File: config.mk
export PLATFORM = sky130hd
export DESIGN_NAME = vms_root_cell
export DESIGN_NICKNAME = d
export VERILOG_FILES = /design/src/rtl/vms_pkg.sv /design/src/rtl/vms_root_cell.sv
export SDC_FILE = /design/constraint.sdc
export NUM_CORES = 1
export LEC_CHECK = 0
export BUFFER_PORTS_ARGS = -buffer_cell sky130_fd_sc_hd__buf_2
export CELL_PAD_IN_SITES_DETAIL_PLACEMENT = 1
export CELL_PAD_IN_SITES_GLOBAL_PLACEMENT = 2
export CORE_UTILIZATION = 30
export DETAILED_ROUTE_END_ITERATION = 10
export MAX_ROUTING_LAYER = met4
export PLACE_DENSITY_LB_ADDON = 0.1
export SYNTH_ARGS = -nofsm -noshare
export SYNTH_HDL_FRONTEND = slang
export SYNTH_SLANG_ARGS = --single-unit
File: constraint.sdc
create_clock -name clk -period 0.9 [get_ports clk]
set_clock_uncertainty 0.05 [all_clocks]
set_input_delay 0.09 -clock clk [delete_from_list [all_inputs] [get_ports clk]]
set_output_delay 0.09 -clock clk [all_outputs]
set_load 0.02 [all_outputs]
File: src/rtl/vms_pkg.sv
package vms_pkg;

	// Widest signed difference of two inputs at the largest supported stress width.
	localparam int DIFF_W     = 33;
	// A magnitude at or above 2**MAG_W can only end in a saturated result.
	localparam int MAG_W      = 30;
	// A square is at most 2**60, so it needs one more bit than MAG_W squared.
	localparam int SQ_W       = 2 * MAG_W + 1;
	// A sum of three squares.
	localparam int SUM_W      = SQ_W + 1;
	// The combined invariant.
	localparam int Q_W        = 64;
	// Result width, and the radicand width below which the root is exact.
	localparam int ROOT_W     = 26;
	localparam int RAD_W      = 2 * ROOT_W;
	localparam int REM_W      = ROOT_W + 1;
	localparam int ROOT_STEPS = ROOT_W;

	localparam logic [SQ_W-1:0] SQ_CAP = SQ_W'(1) << (2 * MAG_W);

	// One item in flight along the root chain.
	typedef struct packed {
		logic              valid;
		logic              sat;
		logic [RAD_W-1:0]  rad;
		logic [REM_W-1:0]  rem;
		logic [ROOT_W-1:0] root;
	} root_step_t;

endpackage

File: src/rtl/vms_root_cell.sv
module vms_root_cell (
	input  logic                clk,
	input  logic                arst_n,
	input  logic                en,
	input  vms_pkg::root_step_t step_i,
	output vms_pkg::root_step_t step_o
);

	localparam int RW = vms_pkg::RAD_W;
	localparam int EW = vms_pkg::REM_W;
	localparam int OW = vms_pkg::ROOT_W;

	logic [EW+1:0] rem_sh;
	logic [EW+1:0] trial;
	logic          take;
	logic [EW+1:0] rem_diff;

	// One digit of the root: bring down two radicand bits and try the next bit.
	assign rem_sh   = {step_i.rem, step_i.rad[RW-1:RW-2]};
	assign trial    = (EW + 2)'({step_i.root, 2'b01});
	assign take     = rem_sh >= trial;
	assign rem_diff = take ? rem_sh - trial : rem_sh;

	always_ff @(posedge clk or negedge arst_n) begin
		if (!arst_n) begin
			step_o <= '0;
		end else if (en) begin
			step_o.valid <= step_i.valid;
			step_o.sat   <= step_i.sat;
			step_o.rad   <= {step_i.rad[RW-3:0], 2'b00};
			step_o.rem   <= rem_diff[EW-1:0];
			step_o.root  <= {step_i.root[OW-2:0], take};
		end
	end

endmodule

==> impl_results.md <==
* Type of the worst min-delay path: in -> reg
* Slowest-stage cell, CP: sky130_fd_sc_hd__or3_4
* Inserted Clock Buffers at 9
* Leading registers by flop count: step_o: 105 flops
* Number of DRC markers after the initial detailed-route iteration at 126
* Post-DP HPWL at 15,100 µm
* Number of flops mapped to enable cells by yosys at 0
* Total standard cell area after synthesis at 0.00573 mm²
* Data required time of the worst path at 1120 ps
* Site row count at 50
* Cell depth of the worst hold path at 3
* Final Hold Vio Count at 1
* Non-Filler Instances at 1,265
* Routed wire length at 24,200 µm
* Share of post-route cells with drive strength above 1 at 59.0%
* Complex-gate fraction of the synthesized area at 13.2%
* Max Root-Sink Buffers at 2
* Startpoint-to-endpoint class of the critical path: in -> reg
* Setup violators final at 163
* Largest register FFs at 105
* Placeable core area at 0.0187 mm²
* Slack of the worst reg-to-reg path at -100 ps
* Maximum Capacitance Violations at 0
* Synth Area in Adders at 6.11%
* # H-tree levels at 3
* Final worst-path cycle share at 223%
* Critical path fanouts, max at 6
* DR WL/cell at 19.1 µm
* Number of synthesized register bits at 105
* Register bank with the most flops: step_o
* Period minus WS final at 2010 ps
* Combinational family with the most area after synthesis: multiplexers
* Placed cells at 1,098
* Cell area power density at 1500 mW/mm²
* Count of TritonRoute iterations in the first routing pass at 4
* Number of remaining DRC errors at 0
* Insertion delay to the later sink of the worst-skew pair at 370 ps
* Final weighted congestion in routability-driven placement at 0.795
* Worst Setup EP: step_o[36]$_DFFE_PN0P_
* Failing checks: hold timing, setup timing
* Instance count of the mapped netlist at 542
* Delay of the slowest critical-path stage at 390 ps
* Top_reg_cell synth: sky130_fd_sc_hd__dfrtp_1
* Crit path launch type: input port
* Leading cell types in the layout, fill and taps excluded: sky130_fd_sc_hd__buf_4 (158), sky130_fd_sc_hd__buf_6 (136), sky130_fd_sc_hd__dfrtp_1 (105)
* Vias post-DR at 6,045
* Largest net degree at the start of global routing at 34
* Maximum clock frequency at 498 MHz
* Number of global-route vias before repair at 6,638
* Total number of nets in the final design at 1,162
* CTS tree: yes
* Overall die width at 140 µm
* Area of the die at 0.0197 mm²
* Crit Reg-Reg Endpoint: step_o[95]$_DFFE_PN0P_
* Number of cells on the worst reg-to-reg path at 2
* Layout area overhead at 96.4%
* Multiplexer fraction of the synthesized cell area at 16.1%
* Chain of cells forming the critical path: buf_6 -> inv_2 -> ha_4 -> or3_4 -> o22a_4 -> o2bb2ai_4 -> o211ai_4 -> a31oi_4 -> buf_6 -> nor2_4 -> buf_6 -> buf_12 -> nand2_2 -> a31oi_1
* Root cell of the clock tree: sky130_fd_sc_hd__clkbuf_16
* Clock Sink Count at 105
* First-pass GRT wire length at 34,600 µm
* Number of buffer cells added on primary ports at 214
* Yosys cell types at 57
* Mean cell area of the mapped netlist at 10.6 µm²
* Library cell appearing most often on the critical path: sky130_fd_sc_hd__buf_6
* XOR/XNOR share of the synthesized area at 3.36%
* Arrival @ worst endpoint at 2230 ps
* Final ANT Viol Nets at 0
* Sequential cell area fraction in the yosys report at 45.8%
* Worst Setup End Kind: register
* Post-Synth Simple-Gate Area at 10.5%
* Total I/O pin count at 217
* Reg2Reg Launch Point: step_o[95]$_DFFE_PN0P_
* Overall overflow remaining after global route at 0
* Setup repair after global routing missed its margin: yes
* Via-per-instance ratio at 4.78
* Final total negative setup slack at -46,280 ps
* Starting utilization of the core area at 30.6%
* Share of async-settable or async-resettable flops after synthesis at 100%
* Overall Global Routing Usage at 23.4%
* LEAKAGE at 0.00532 µW
* Most common cell after layout, fill and taps aside: sky130_fd_sc_hd__buf_4
* Final core utilization at 60.2%
* Initial antenna violation count at 2
* Status: finished, violations left
* Final critical-path setup slack at -1110 ps
* Syn. warnings at 0
* Die H at 140 µm
* Launch point of the critical path: step_i[1]
* Total power consumption of the routed design at 16,900 µW
* Clock slew at reported path FFs at 80 ps
* Final count of pins violating max slew at 0
* Max rail drop VDD at 0.986 mV
* Worst setup slack after placement at -1630 ps
* Hold slack at -21.0 ps
-- through the flow --
step	hold slack, ps	cell area (µm²)
after floorplan	-256	5960
after global placement	-65.8	8190
after detailed placement	-63.1	8190
after CTS	2.89	10600
after global routing	6.07	11300
final	-21.0	11300
-- worst min-delay path by stage --
stage,startpoint,to,slack (ps)
after floorplan,arst_n,step_o[0]$_DFFE_PN0P_,-260
after global placement,arst_n,step_o[61]$_DFFE_PN0P_,-70
after detailed placement,arst_n,step_o[9]$_DFFE_PN0P_,-60
after CTS,step_i[29],step_o[31]$_DFFE_PN0P_,3
after global routing,step_i[29],step_o[31]$_DFFE_PN0P_,6
final,step_i[29],step_o[31]$_DFFE_PN0P_,-20
-- worst max-delay path, delay by kind of cell --
family,cells,cell delay [ps]
AND/OR/NAND/NOR,3,550
AO/OA/AOI/OAI,5,910
buffers and inverters,5,530
adder cells (fa/ha/maj),1,150
-- area by class of cell --
| class | instances | area [µm²] |
|---|---|---|
| inverters | 37 | 149 |
| repair buffers | 495 | 4410 |
| diodes | 2 | 5.00 |
| clock buffers | 10 | 239 |
| clock inverters | 6 | 62.6 |
| flip-flops and latches | 105 | 2630 |
| well taps | 234 | 293 |
| fillers | 1978 | 7440 |
| multi-input cells | 376 | 3480 |
-- cells by family after synthesis --
| kind of cell | count (synthesis) |
|---|---|
| other | 1 |
| flip-flops | 105 |
| XOR/XNOR | 22 |
| multiplexers | 82 |
| AND/OR/NAND/NOR | 132 |
| AO/OA/AOI/OAI | 110 |
| adder cells (fa/ha/maj) | 28 |
| buffers and inverters | 62 |
-- power by group --
group | internal, µW | total (µW) | switching (µW)
Clock | 2030 | 4130 | 2100
Sequential | 5300 | 5780 | 483
Combinational | 3890 | 7030 | 3130
Total | 11200 | 16900 | 5720
-- routing by layer --
| layer | global-route usage, % | vias up | routed length (µm) |
|---|---|---|---|
| met5 | - | - | 0 |
| met4 | 8.62 | 0 | 549 |
| met3 | 3.62 | 39 | 1000 |
| li1 | - | 2877 | - |
| met2 | 42.1 | 167 | 13100 |
| met1 | 26.2 | 2962 | 9570 |
-- cell usage after synthesis (3+ instances only) --
master / instances / area, µm²
sky130_fd_sc_hd__ha_1: 28 / 350
sky130_fd_sc_hd__nand3_1: 6 / 30.0
sky130_fd_sc_hd__o21ai_0: 13 / 65.1
sky130_fd_sc_hd__nand2_1: 54 / 203
sky130_fd_sc_hd__nor2_1: 34 / 128
sky130_fd_sc_hd__a2bb2oi_1: 3 / 26.3
sky130_fd_sc_hd__o21bai_1: 5 / 37.5
sky130_fd_sc_hd__xor2_1: 3 / 26.3
sky130_fd_sc_hd__dfrtp_1: 105 / 2630
sky130_fd_sc_hd__a21o_1: 13 / 97.6
sky130_fd_sc_hd__mux2_2: 80 / 901
sky130_fd_sc_hd__nand4_1: 8 / 50.1
sky130_fd_sc_hd__buf_6: 4 / 45.0
sky130_fd_sc_hd__a211o_1: 3 / 26.3
sky130_fd_sc_hd__o21a_1: 5 / 37.5
sky130_fd_sc_hd__clkbuf_1: 14 / 52.6
sky130_fd_sc_hd__inv_1: 37 / 139
sky130_fd_sc_hd__and3_1: 5 / 31.3
sky130_fd_sc_hd__o31a_1: 3 / 26.3
sky130_fd_sc_hd__a31oi_1: 20 / 125
sky130_fd_sc_hd__nor3_1: 8 / 40.0
sky130_fd_sc_hd__or3_1: 3 / 18.8
sky130_fd_sc_hd__buf_2: 5 / 25.0
sky130_fd_sc_hd__nor2b_1: 3 / 18.8
sky130_fd_sc_hd__or2_2: 4 / 25.0
sky130_fd_sc_hd__xnor2_1: 19 / 166
sky130_fd_sc_hd__a21oi_1: 23 / 115
-- what timing repair did --
action | CTS | global route
setup buffers | 33 | 24
setup endpoints to repair | 133 | 152
hold buffers | 90 | 0
pin swaps | 24 | 59
endpoints found under the hold margin | 194 | 0
cloned | 2 | 1
resized for setup | 273 | 95
(Power assumes the default switching activity.)
